===== src/rtl/b64e_pkg.sv =====
// Shared types, constants and the alphabet lookup for the base64 stream encoder.
package b64e_pkg;

    // Default depth of the group queue between the front and the back.
    localparam int QUEUE_DEPTH_DEF = 2;

    localparam logic [7:0] CHAR_PAD   = 8'h3D;
    localparam logic [7:0] CHAR_UPPER = 8'h41;
    localparam logic [7:0] CHAR_LOWER = 8'h61;
    localparam logic [7:0] CHAR_DIGIT = 8'h30;
    localparam logic [7:0] CHAR_PLUS  = 8'h2B;
    localparam logic [7:0] CHAR_SLASH = 8'h2F;

    // One zero-filled group of up to three bytes, ready for character output.
    typedef struct packed {
        logic [7:0] g0;
        logic [7:0] g1;
        logic [7:0] g2;
        logic [1:0] n;      // Bytes in the group; characters 0..n are alphabet.
        logic       fin;    // The group closes the message.
    } group_t;

    // Queue status seen by both sides.
    typedef struct packed {
        logic full;
        logic empty;
    } q_status_t;

    function automatic logic [7:0] alpha_char(input logic [5:0] idx);
        logic [7:0] wide;
        logic [7:0] ch;
        wide = {2'b00, idx};
        if (idx < 6'd26)
        begin
            ch = 8'(CHAR_UPPER + wide);
        end
        else if (idx < 6'd52)
        begin
            ch = 8'(CHAR_LOWER + wide - 8'd26);
        end
        else if (idx < 6'd62)
        begin
            ch = 8'(CHAR_DIGIT + wide - 8'd52);
        end
        else if (idx == 6'd62)
        begin
            ch = CHAR_PLUS;
        end
        else
        begin
            ch = CHAR_SLASH;
        end
        return ch;
    endfunction

endpackage


===== src/rtl/b64e_front.sv =====
// Front part: accepts bytes, gathers them into groups of up to three and pushes them into the queue.
module b64e_front (
    input  logic               clk,
    input  logic               rst_n,
    input  logic               in_valid,
    output logic               in_stall,
    input  logic [7:0]         data_byte,
    input  logic               final_byte,
    input  b64e_pkg::q_status_t q_status,
    output logic               push,
    output b64e_pkg::group_t   push_group
);
    import b64e_pkg::*;

    logic [1:0] count_reg;
    logic [1:0] count_next;
    logic [7:0] p0_reg;
    logic [7:0] p1_reg;
    logic       accept;

    // Stall while the queue has no room, so a closing byte always finds a slot.
    assign in_stall = q_status.full;
    assign accept   = in_valid && !in_stall;
    assign push     = accept && (count_reg == 2'd2 || final_byte);

    always_comb
    begin
        push_group.g0  = (count_reg == 2'd0) ? data_byte : p0_reg;
        push_group.g1  = (count_reg == 2'd0) ? 8'd0 :
                         (count_reg == 2'd1) ? data_byte : p1_reg;
        push_group.g2  = (count_reg == 2'd2) ? data_byte : 8'd0;
        push_group.n   = 2'(count_reg + 2'd1);
        push_group.fin = final_byte;
    end

    always_comb
    begin
        count_next = count_reg;
        if (accept)
        begin
            count_next = push ? 2'd0 : 2'(count_reg + 2'd1);
        end
    end

    always_ff @(posedge clk or negedge rst_n)
    begin
        if (!rst_n)
        begin
            count_reg <= 2'd0;
        end
        else
        begin
            count_reg <= count_next;
        end
    end

    // Pending bytes carry no reset; each is written before it is read.
    always_ff @(posedge clk)
    begin
        if (accept && !push)
        begin
            case (count_reg)
                2'd0:    p0_reg <= data_byte;
                default: p1_reg <= data_byte;
            endcase
        end
    end

endmodule


===== src/rtl/b64e_queue.sv =====
// Short group queue that decouples the front from the back.
module b64e_queue #(
    parameter int DEPTH = b64e_pkg::QUEUE_DEPTH_DEF
) (
    input  logic                clk,
    input  logic                rst_n,
    input  logic                push,
    input  b64e_pkg::group_t    push_group,
    input  logic                pop,
    output b64e_pkg::group_t    head_group,
    output b64e_pkg::q_status_t q_status
);
    import b64e_pkg::*;

    localparam int PTR_W = (DEPTH > 1) ? $clog2(DEPTH) : 1;
    localparam int CNT_W = $clog2(DEPTH + 1);
    localparam logic [PTR_W-1:0] LAST_PTR = PTR_W'(DEPTH - 1);
    localparam logic [CNT_W-1:0] FULL_CNT = CNT_W'(DEPTH);

    group_t           entries_reg [DEPTH];
    logic [PTR_W-1:0] wr_ptr_reg;
    logic [PTR_W-1:0] rd_ptr_reg;
    logic [CNT_W-1:0] cnt_reg;
    logic [CNT_W-1:0] cnt_next;

    assign head_group     = entries_reg[rd_ptr_reg];
    assign q_status.full  = (cnt_reg == FULL_CNT);
    assign q_status.empty = (cnt_reg == '0);

    always_comb
    begin
        cnt_next = cnt_reg;
        if (push && !pop)
        begin
            cnt_next = CNT_W'(cnt_reg + 1'b1);
        end
        else if (pop && !push)
        begin
            cnt_next = CNT_W'(cnt_reg - 1'b1);
        end
    end

    always_ff @(posedge clk or negedge rst_n)
    begin
        if (!rst_n)
        begin
            wr_ptr_reg <= '0;
            rd_ptr_reg <= '0;
            cnt_reg    <= '0;
        end
        else
        begin
            if (push)
            begin
                wr_ptr_reg <= (wr_ptr_reg == LAST_PTR) ? '0 : PTR_W'(wr_ptr_reg + 1'b1);
            end
            if (pop)
            begin
                rd_ptr_reg <= (rd_ptr_reg == LAST_PTR) ? '0 : PTR_W'(rd_ptr_reg + 1'b1);
            end
            cnt_reg <= cnt_next;
        end
    end

    always_ff @(posedge clk)
    begin
        if (push)
        begin
            entries_reg[wr_ptr_reg] <= push_group;
        end
    end

endmodule


===== src/rtl/b64e_back.sv =====
// Back part: turns each queued group into four characters, one per cycle while out_stall is low.
module b64e_back (
    input  logic                clk,
    input  logic                rst_n,
    input  b64e_pkg::q_status_t q_status,
    input  b64e_pkg::group_t    head_group,
    output logic                pop,
    output logic                out_valid,
    input  logic                out_stall,
    output logic [7:0]          out_char,
    output logic                end_of_message
);
    import b64e_pkg::*;

    group_t     grp_reg;
    logic       busy_reg;
    logic [1:0] k_reg;
    logic       out_valid_reg;
    logic [7:0] out_char_reg;
    logic       eom_reg;
    logic       out_free;
    logic       advance;
    logic       last_char;
    logic [5:0] idx;
    logic [7:0] ch;

    assign out_free  = !out_valid_reg || !out_stall;
    assign advance   = busy_reg && out_free;
    assign last_char = (k_reg == 2'd3);
    assign pop       = (!busy_reg || (advance && last_char)) && !q_status.empty;

    always_comb
    begin
        case (k_reg)
            2'd0:    idx = grp_reg.g0[7:2];
            2'd1:    idx = {grp_reg.g0[1:0], grp_reg.g1[7:4]};
            2'd2:    idx = {grp_reg.g1[3:0], grp_reg.g2[7:6]};
            default: idx = grp_reg.g2[5:0];
        endcase
        ch = (k_reg <= grp_reg.n) ? alpha_char(idx) : CHAR_PAD;
    end

    always_ff @(posedge clk or negedge rst_n)
    begin
        if (!rst_n)
        begin
            busy_reg      <= 1'b0;
            k_reg         <= 2'd0;
            out_valid_reg <= 1'b0;
        end
        else
        begin
            if (pop)
            begin
                busy_reg <= 1'b1;
                k_reg    <= 2'd0;
            end
            else if (advance)
            begin
                busy_reg <= !last_char;
                k_reg    <= 2'(k_reg + 2'd1);
            end
            if (out_free)
            begin
                out_valid_reg <= advance;
            end
        end
    end

    always_ff @(posedge clk)
    begin
        if (pop)
        begin
            grp_reg <= head_group;
        end
        if (advance)
        begin
            out_char_reg <= ch;
            eom_reg      <= grp_reg.fin && last_char;
        end
    end

    assign out_valid      = out_valid_reg;
    assign out_char       = out_char_reg;
    assign end_of_message = eom_reg;

endmodule


===== src/rtl/base64_stream_encoder.sv =====
// Top level of the streaming base64 encoder: front, group queue and character back end.
// A closed group goes from a queue entry via the back's group register to its output register.
// Throughput: bytes are taken one per cycle while the queue has room; the back emits one
// character per cycle while out_stall is low, so a sustained stream is paced by the back,
// whose single output register is loaded once per character.
// Reset (rst_n, asynchronous, active low) empties the queue and clears the group count.
module base64_stream_encoder #(
    parameter int QUEUE_DEPTH = b64e_pkg::QUEUE_DEPTH_DEF
) (
    input  logic       clk,
    input  logic       rst_n,
    input  logic       in_valid,
    output logic       in_stall,
    input  logic [7:0] data_byte,
    input  logic       final_byte,
    output logic       out_valid,
    input  logic       out_stall,
    output logic [7:0] out_char,
    output logic       end_of_message
);
    import b64e_pkg::*;

    // The front gathers bytes and pushes a zero-filled group either when a
    // third byte arrives or when a byte is marked final. The queue lets the
    // front keep taking bytes while the back is still spelling out an
    // earlier group, and the back's output register lets the back move on
    // to the next group while a finished character waits to be taken.
    logic      push;
    logic      pop;
    group_t    push_group;
    group_t    head_group;
    q_status_t q_status;

    b64e_front u_front (
        .clk        (clk),
        .rst_n      (rst_n),
        .in_valid   (in_valid),
        .in_stall   (in_stall),
        .data_byte  (data_byte),
        .final_byte (final_byte),
        .q_status   (q_status),
        .push       (push),
        .push_group (push_group)
    );

    b64e_queue #(
        .DEPTH (QUEUE_DEPTH)
    ) u_queue (
        .clk        (clk),
        .rst_n      (rst_n),
        .push       (push),
        .push_group (push_group),
        .pop        (pop),
        .head_group (head_group),
        .q_status   (q_status)
    );

    // Each group yields four characters; positions past the group's byte
    // count are padding, and the fourth one of a final group ends the message.
    b64e_back u_back (
        .clk            (clk),
        .rst_n          (rst_n),
        .q_status       (q_status),
        .head_group     (head_group),
        .pop            (pop),
        .out_valid      (out_valid),
        .out_stall      (out_stall),
        .out_char       (out_char),
        .end_of_message (end_of_message)
    );

`ifndef SYNTH
    // A group is never pushed into a full queue.
    assert property (@(posedge clk) disable iff (!rst_n) push |-> !q_status.full)
        else $error("group pushed into a full queue");

    // A group is never popped from an empty queue.
    assert property (@(posedge clk) disable iff (!rst_n) pop |-> !q_status.empty)
        else $error("group popped from an empty queue");

    // An accepted final byte always flushes its group into the queue.
    assert property (@(posedge clk) disable iff (!rst_n)
        (in_valid && !in_stall && final_byte) |-> push)
        else $error("final byte did not flush its group");
`endif

endmodule


===== config.mk =====
export PLATFORM = sky130hd
export DESIGN_NAME = base64_stream_encoder
export DESIGN_NICKNAME = d
export VERILOG_FILES = /design/src/rtl/b64e_pkg.sv /design/src/rtl/b64e_front.sv /design/src/rtl/b64e_queue.sv /design/src/rtl/b64e_back.sv /design/src/rtl/base64_stream_encoder.sv
export SDC_FILE = /design/constraint.sdc
export NUM_CORES = 1
export LEC_CHECK = 0
export BUFFER_PORTS_ARGS = -buffer_cell sky130_fd_sc_hd__buf_2
export CORE_MARGIN = 5
export CORE_UTILIZATION = 45
export CTS_CLUSTER_DIAMETER = 40
export DETAILED_ROUTE_END_ITERATION = 6
export GPL_ROUTABILITY_DRIVEN = 0
export MAX_ROUTING_LAYER = met4
export PLACE_DENSITY = 0.68
export SYNTH_ARGS = -nofsm -noshare
export SYNTH_HDL_FRONTEND = slang
export SYNTH_HIERARCHICAL = 1
export SYNTH_SLANG_ARGS = --single-unit
export TNS_END_PERCENT = 20

===== constraint.sdc =====
create_clock -name clk -period 3.5 [get_ports clk]
set_clock_uncertainty 0.1 [all_clocks]
set_input_delay 0.175 -clock clk [delete_from_list [all_inputs] [get_ports clk]]
set_output_delay 0.175 -clock clk [all_outputs]
set_load 0.1 [all_outputs]

==> metrics, run 1 <==
f_max=342 MHz; crit path max-delay cell type=a222oi_1; top cells by count, synth=edfxtp_1 (106), mux2_4 (20), mux2_2 (18); post-synthesis area per instance=roughly 16 um^2; pwr/cell area=1030 nW/um^2; total CTS buffers=17; Total Routing Usage GR=approximately 15%; max reg flops=54; cell taking the most area after synthesis=edfxtp_1; Crit path required time=around 3.6 ns; ANT cells=0; slowest stage delay, CP=0.77 ns; status=complete, no violations; syn_nets=348; dpl cells=a little under 500; die area=13,700 um^2; Async S/R FF share, synth=8.62%; worst-path fanout max=6; Area growth syn-to-layout=18.9%; Final Slew Violations=0; Tightest Pin Transition=0.817 ns; Setup TNS Final=0 ns; Nets=395; Mapped Cells=~320; synthesized cell area=5160 um^2; leakage=between 2 and 2.5 nW; Sink Count=116; met2 Use GR=23.1%; layout cells sized above 1=approximately 28%; clock insertion delay at the later pin of the skew report=0.41 ns; Port Buf Inserts=23; Post-Route WL=8870 um; ys flop type=edfxtp_1; CTS root buffer=clkbuf_16; Setup-failing EPs final=0; CP top delay family=compound AO/OA/AOI/OAI gates; CP Buf/Inv Count=1; Worst Hold Class=in -> async; vias in the first global route=around 2,900; post-DP HPWL=5850 um; H-tree levels=4; initial DRC count=322; top post-synthesis cells by area=edfxtp_1 (62%), mux2_4 (5.8%), dfrtp_1 (4.9%), mux2_2 (3.9%), ha_1 (2.9%); period utilization=83.4%; initial core utilization=45.6%; share of the synthesized area in the top cell type=61.7%; routed length per instance=16.9 um; via count of the routed design=2,799; Max Cap Viol=0; DRT Pass-1 Iters=6; number of synthesized flops with an enable pin=106; met1 usage=between 10% and 20%; register area share after synthesis=66.6%; Data arrival, critical path=3.05 ns; Remaining Overflow, GRT=0; final std cells w/o fill=526; # DRC=0; M3 GR Usage=4.58%; worst path cell trace=inv_1 -> ha_1 -> a222oi_1 -> a31oi_1 -> nand2_1 -> mux2_1 -> a211oi_1; drt via density=5.32; final hold violation count=0; Crit Path Class=reg -> reg; CTS tree=built; chip width=about 120 um; Critical Path Sink Type=register; initial antenna violation count=0; Clock transition at path regs=0.06 ns; CTS max path bufs=2; register bit count reported by yosys=116; Routed Antenna Nets=0; RSZ-0062 raised after global routing=no; minimum clock period=2.92 ns; GRT Max-Usage Layer=met2; Synth cell types=56; row cnt=39; Die Y=117 um; most numerous cell in the Yosys netlist=edfxtp_1; startpoint types=register; Core ar.=between 10,000 and 15,000 um^2; number of synthesis warnings=6; Peak VDD IR=between 600 and 700 uV; Worst slew margin=45.5%; r2r setup slk=0.58 ns; pin count of the biggest net entering global routing=29; first-pass GRT wire length=14,700 um; io pins=24
-- placed cells by master, fill, tap and decap left out, types with 5 or more instances in the layout --
cell type and count:
nor2b_1 5, mux2i_1 10, xor2_1 5, a21oi_1 7, buf_4 5, dfrtp_1 10
mux2_4 20, nand3_1 8, edfxtp_1 106, buf_2 23, o21ai_0 6, ha_1 12
clkbuf_16 17, nand2_1 12, inv_1 13, nor2_1 14, dlygate4sd3_1 11, mux2_2 18
a222oi_1 7, and2_1 12
-- power by group --
group	switching, mW	internal, mW	leakage (nW)
Sequential	0.114	2.02	1.09
Clock	0.627	1.20	0.293
Combinational	1.52	0.856	0.874
Total	2.26	4.07	2.26
-- kinds of logic after synthesis --
group                    Yosys count  synth area share [%]
other                              1                0.0727
AO/OA/AOI/OAI                     48                  7.23
buffers and inverters             26                  3.10
XOR/XNOR                           7                  1.19
AND/OR/NAND/NOR                   62                  6.55
multiplexers                      51                  12.4
flip-flops                       116                  66.6
adder cells (fa/ha/maj)           12                  2.91
-- area by class of cell --
| cell class | count | area [um^2] |
|---|---|---|
| Inverter | 15 | 58.8 |
| Clock buffer | 17 | 425 |
| Clock inverter | 15 | 204 |
| Sequential cell | 116 | 3430 |
| Multi-Input combinational cell | 181 | 1570 |
| Fill cell | 889 | 5190 |
| Timing Repair Buffer | 39 | 263 |
| Tap cell | 143 | 179 |
-- worst register-to-register path, cell delays in order, from the launching register on --
cell and delay [ns]:
dfrtp_1 0.42, inv_1 0.12, ha_1 0.30, a222oi_1 0.77
a31oi_1 0.27, nand2_1 0.19, mux2_1 0.36, a211oi_1 0.23
-- layer usage --
layer / vias up / share of wire (%)
met5: - / 0
met4: 0 / 0.99
met3: 8 / 5.1
met2: 70 / 49
met1: 1371 / 45
li1: 1350 / -
-- through the flow --
stage               hold slack [ns]  area [um^2]  utilization (%)  power, mW  worst slack (ns)
floorplan                    -0.221         5160                -       4.10            0.0221
global placement            -0.0514         5400             47.7       4.44             0.775
detailed placement          -0.0486         5400             47.7       4.51             0.658
CTS                          0.0403         6130             54.2       6.35             0.634
global route                 0.0647         6130             54.2       6.65             0.336
finish                       0.0555         6130             54.2       6.33             0.580
-- final timing paths --
path / endpoint / from / cells past startpoint
setup / recovery: u_back/out_char[1] / u_back/k_reg[0] / 7
hold / removal: u_front/count_reg[0] / rst_n / 2
setup reg to reg: u_back/out_char[1] / u_back/k_reg[0] / 7
hold reg to reg: u_queue/wr_ptr_reg / u_queue/wr_ptr_reg / 1
max in group asynchronous: u_back/busy_reg / rst_n / 2
min in group clk: u_front/count_reg[0] / in_valid / 3
-- what timing repair did --
item | 4_1_cts | 5_1_grt
hold buffers | 11 | 0
endpoints found under the setup margin | 0 | 0
setup buffers | 0 | 0
resized for setup | 0 | 0
endpoints found under the hold margin | 21 | 0
(Power assumes the default switching activity.)
==> inputs of run 2 (changes only) <==
--- a/config.mk
+++ b/config.mk
@@ -12,7 +12,7 @@
 export DETAILED_ROUTE_END_ITERATION = 6
 export GPL_ROUTABILITY_DRIVEN = 0
 export MAX_ROUTING_LAYER = met4
-export PLACE_DENSITY = 0.68
+export PLACE_DENSITY = 0.65
 export SYNTH_ARGS = -nofsm -noshare
 export SYNTH_HDL_FRONTEND = slang
 export SYNTH_HIERARCHICAL = 1
==> constraint.sdc (replaced) <==
create_clock -name clk -period 3.05 [get_ports clk]
set_clock_uncertainty 0.1 [all_clocks]
set_input_delay 0.1525 -clock clk [delete_from_list [all_inputs] [get_ports clk]]
set_output_delay 0.1525 -clock clk [all_outputs]
set_load 0.1 [all_outputs]
==> metrics, run 2 (synthesized netlist as in run 1, its figures left out) <==
CTS max path bufs=2 (unchanged); Sink Count=116 (unchanged); Crit Path Class=reg -> reg; Final Slew Violations=0 (unchanged); CTS resizes=0 (unchanged); via count of the routed design=2,714 (-3.0%); Setup TNS Final=0 ns (unchanged); Data arrival, critical path=2.86 ns (-0.19 ns); max reg flops=54 (unchanged); CTS root buffer=clkbuf_16; worst hold margin=0.0342 ns (-0.0213 ns); # fillers=913 (+2.7%); f_max=356 MHz (+3.9%); Clock transition at path regs=0.05 ns (about the same); Total Routing Usage GR=14.1% (-0.76 points); Design Power=7.00 mW (+11%); Critical Path Sink Type=register; routed length per instance=15.5 um (-7.9%); initial antenna violation count=0 (unchanged); ANT cells=0 (unchanged); CTS tree=built; startpoint types=register; Remaining Overflow, GRT=0 (unchanged); Setup-failing EPs final=0 (unchanged); first-pass GRT wire length=13,800 um (-5.7%); # DRC=0 (unchanged); worst-path fanout max=6 (unchanged); vias in the first global route=2,830 (-1.5%); period utilization=92.2% (+8.7 points); total CTS buffers=17 (unchanged); post-DP HPWL=5760 um (-1.6%); pre-CTS WS=0.299 ns (-0.359 ns); Nets=401 (+1.5%); Setup WS post-layout=0.239 ns (-0.341 ns); initial DRC count=200 (-38%); Die Y=117 um (unchanged); drt via density=5.10 (-4.1%); io pins=24 (unchanged); chip width=117 um (unchanged); Worst Hold Class=in -> reg; leakage=2.25 nW (-0.36%); clock insertion delay at the later pin of the skew report=0.40 ns (about the same); H-tree levels=4 (unchanged); Max Cap Viol=0 (unchanged); minimum clock period=2.81 ns (-0.109 ns); status=complete, no violations; commonest non-fill, non-tap cells in the layout=edfxtp_1 (106), buf_2 (23), mux2_4 (20), mux2_2 (18), clkbuf_16 (17); row cnt=39 (unchanged); initial core utilization=45.6% (unchanged); pwr/cell area=1150 nW/um^2 (+11%); Post-Route WL=8260 um (-6.9%); Worst slew margin=53.1% (+7.6 points); cell area after layout=6100 um^2 (-0.53%); Port Buf Inserts=23 (unchanged); Peak VDD IR=771 uV (+20%); Routed Antenna Nets=0 (unchanged); Tightest Pin Transition=0.703 ns (-0.114 ns); commonest non-fill, non-tap cell in the layout=edfxtp_1; pin count of the biggest net entering global routing=29 (unchanged); Crit path required time=3.10 ns (-0.53 ns); layout cells sized above 1=28.0% (-0.18 points); die area=13,700 um^2 (unchanged); Placement Cell Area=5430 um^2 (+0.70%); Area growth syn-to-layout=18.3%; RSZ-0062 raised after global routing=no; Core ar.=11,300 um^2 (unchanged); DRT Pass-1 Iters=5 (-1); final hold violation count=0 (unchanged)
-- run 2: final timing paths --
check	cells after the start	to	slack, ns	start
worst max-delay path	9	u_back/out_char[4]	0.24	u_back/k_reg[0]
worst min register to register	1	u_queue/cnt_reg[1]	0.40	u_queue/cnt_reg[1]
worst min-delay path	3	u_front/count_reg[0]	0.03	in_valid
min in group asynchronous	2	u_back/busy_reg	0.05	rst_n
worst max register to register	9	u_back/out_char[4]	0.24	u_back/k_reg[0]
max in group asynchronous	2	u_queue/wr_ptr_reg	2.60	rst_n
-- run 2: report_power, final --
part | switching (mW) | internal [mW] | total [mW]
registers | 0.126 | 2.32 | 2.44
clock network | 0.635 | 1.19 | 1.82
logic | 1.70 | 1.04 | 2.73
-- run 2: per-layer routing --
layer	GRT usage, %	vias to the layer above	part of all wire (%)
met5	-	-	0
met4	7.26	0	1.1
met3	4.06	9	3.8
met2	22.1	48	50
met1	16.5	1303	45
li1	-	1354	-
-- run 2: per-stage QoR --
step | util, % | std cells
final | 53.9 | 532
after global routing | 53.9 | 532
after CTS | 53.8 | 531
after detailed placement | 48.0 | 488
after global placement | 48.0 | 488
after floorplan | - | 323
-- run 2: final cells by class --
class | count | area (um^2) | share of cell area (%)
inverters | 15 | 58.8 | 0.964
flip-flops and latches | 116 | 3430 | 56.3
repair buffers | 45 | 308 | 5.04
multi-input cells | 181 | 1570 | 25.8
clock buffers | 21 | 440 | 7.22
well taps | 143 | 179 | 2.93
clock inverters | 11 | 111 | 1.82
-- run 2: what timing repair did --
action,4_1_cts,5_1_grt
buffers inserted,0,1
hold buffers,11,0
hold endpoints to repair,29,0
setup endpoints to repair,0,1
-- run 2: critical path, cell delays in order (launching register included) --
cell      delay, ns
dfrtp_1        0.41
inv_1          0.12
ha_1           0.29
a222oi_1       0.40
mux2_2         0.31
ha_1           0.23
inv_1          0.07
o21ai_0        0.17
a222oi_1       0.11
a311o_1        0.34
==> inputs of run 3 (changes only) <==
==> constraint.sdc (replaced) <==
create_clock -name clk -period 3.4 [get_ports clk]
set_clock_uncertainty 0.1 [all_clocks]
set_input_delay 0.17 -clock clk [delete_from_list [all_inputs] [get_ports clk]]
set_output_delay 0.17 -clock clk [all_outputs]
set_load 0.1 [all_outputs]
==> metrics, run 3 (synthesized netlist as in run 1, its figures left out) <==
Register-to-Register Path Depth=7 (-2); Final Slew Violations=0 (unchanged); vias in the first global route=2,835 (+0.18%); Nets=396 (-1.2%); Die Y=117 um (unchanged); clock insertion delay at the later pin of the skew report=0.40 ns (about the same); Post-Route WL=8430 um (+2.0%); io pins=24 (unchanged); initial core utilization=45.6% (unchanged); drt via density=5.16 (+1.1%); layout cells sized above 1=28.9% (+0.89 points); CTS root buffer=clkbuf_16; Remaining Overflow, GRT=0 (unchanged); final std cells w/o fill=527 (-0.94%); max reg flops=54 (unchanged); row cnt=39 (unchanged); f_max=356 MHz (+0.18%); chip width=117 um (unchanged); worst hold margin=0.0485 ns (+0.0143 ns); CTS tree=built; Data arrival, critical path=2.94 ns (+0.08 ns); Peak VDD IR=724 uV (-6.0%); ANT cells=0 (unchanged); via count of the routed design=2,717 (+0.11%); Area growth syn-to-layout=19.8%; first-pass GRT wire length=14,400 um (+3.9%); Max Cap Viol=0 (unchanged); Port Buf Inserts=23 (unchanged); minimum clock period=2.81 ns (-0.00516 ns); Routed Antenna Nets=0 (unchanged); dpl cells=484 (-0.82%); final hold violation count=0 (unchanged); post-DP HPWL=5580 um (-3.1%); H-tree levels=4 (unchanged); Setup WS post-layout=0.594 ns (+0.355 ns); total CTS buffers=17 (unchanged); die area=13,700 um^2 (unchanged); # fillers=902 (-1.2%); Clock transition at path regs=0.06 ns (about the same); commonest non-fill, non-tap cell in the layout=edfxtp_1; Crit Path Class=reg -> reg; initial antenna violation count=0 (unchanged); initial DRC count=186 (-7.0%); Core ar.=11,300 um^2 (unchanged); Worst Hold Class=in -> reg; # DRC=0 (unchanged); Hold Path Depth=3 (unchanged); Total Routing Usage GR=14.4% (+0.36 points); leakage=2.30 nW (+1.9%); Post CTS Setup Buffer Count=0 (unchanged); Tightest Pin Transition=0.752 ns (+0.0489 ns); Sink Count=116 (unchanged); worst-path fanout max=6 (unchanged); CTS max path bufs=2 (unchanged); pwr/cell area=1070 nW/um^2 (-7.0%); commonest non-fill, non-tap cells in the layout=edfxtp_1 (106), buf_2 (23), mux2_4 (20), mux2_2 (18), clkbuf_16 (17); DRT Pass-1 Iters=5 (unchanged); status=complete, no violations; Setup-failing EPs final=0 (unchanged); routed length per instance=16.0 um (+3.0%); Critical Path Sink Type=register; period utilization=82.5% (-9.6 points); Setup TNS Final=0 ns (unchanged); pre-CTS WS=0.651 ns (+0.351 ns); startpoint types=register; Worst slew margin=49.9% (-3.3 points); pin count of the biggest net entering global routing=29 (unchanged); RSZ-0062 raised after global routing=no; Crit path required time=3.54 ns (+0.44 ns)
## run 3: what timing repair did
item / in CTS / in global routing
gates resized for setup: 0 / 0
hold endpoints to repair: 21 / 0
hold buffers: 11 / 0
setup endpoints to repair: 0 / 0
## run 3: path summary, 6_finish.rpt
check | start | to | slack [ns]
max | u_back/k_reg[0] | u_back/out_char[1] | 0.59
min | in_valid | u_front/count_reg[0] | 0.05
max reg2reg | u_back/k_reg[0] | u_back/out_char[1] | 0.59
min reg2reg | u_queue/cnt_reg[1] | u_queue/cnt_reg[1] | 0.39
max in group asynchronous | rst_n | u_queue/cnt_reg[1] | 2.92
min in group asynchronous | rst_n | u_back/out_valid | 0.07
## run 3: metal layers
metal / vias up / GRT usage, % / part of all wire [%]
met5: - / - / 0
met4: 0 / 6.04 / 1.5
met3: 10 / 4.99 / 3.7
met2: 51 / 22.0 / 48
met1: 1309 / 17.6 / 46
li1: 1347 / - / -
## run 3: layout make-up
type / count / area, um^2 / area share (%)
inverters: 15 / 58.8 / 0.952
well taps: 143 / 179 / 2.90
clock inverters: 15 / 241 / 3.91
flip-flops and latches: 116 / 3430 / 55.6
multi-input cells: 181 / 1570 / 25.4
clock buffers: 17 / 425 / 6.88
repair buffers: 40 / 270 / 4.37
## run 3: worst max-delay path, cell delays in order, from the launching register on
cell	delay, ns
dfrtp_1	0.42
inv_1	0.12
ha_1	0.30
a222oi_1	0.69
a31oi_1	0.28
nand2_1	0.18
mux2_1	0.34
a211oi_1	0.22
## run 3: through the flow
step	instance area, um^2	utilization, %	power [mW]
final	6180	54.6	6.59
after global routing	6180	54.6	6.95
after CTS	6180	54.6	6.64
after detailed placement	5400	47.7	4.61
after global placement	5400	47.7	4.58
after floorplan	5160	-	4.22
## run 3: report_power, final
group	leakage, nW	switching [mW]	internal, mW
registers	1.09	0.116	2.08
clock network	0.323	0.670	1.32
logic	0.879	1.52	0.884
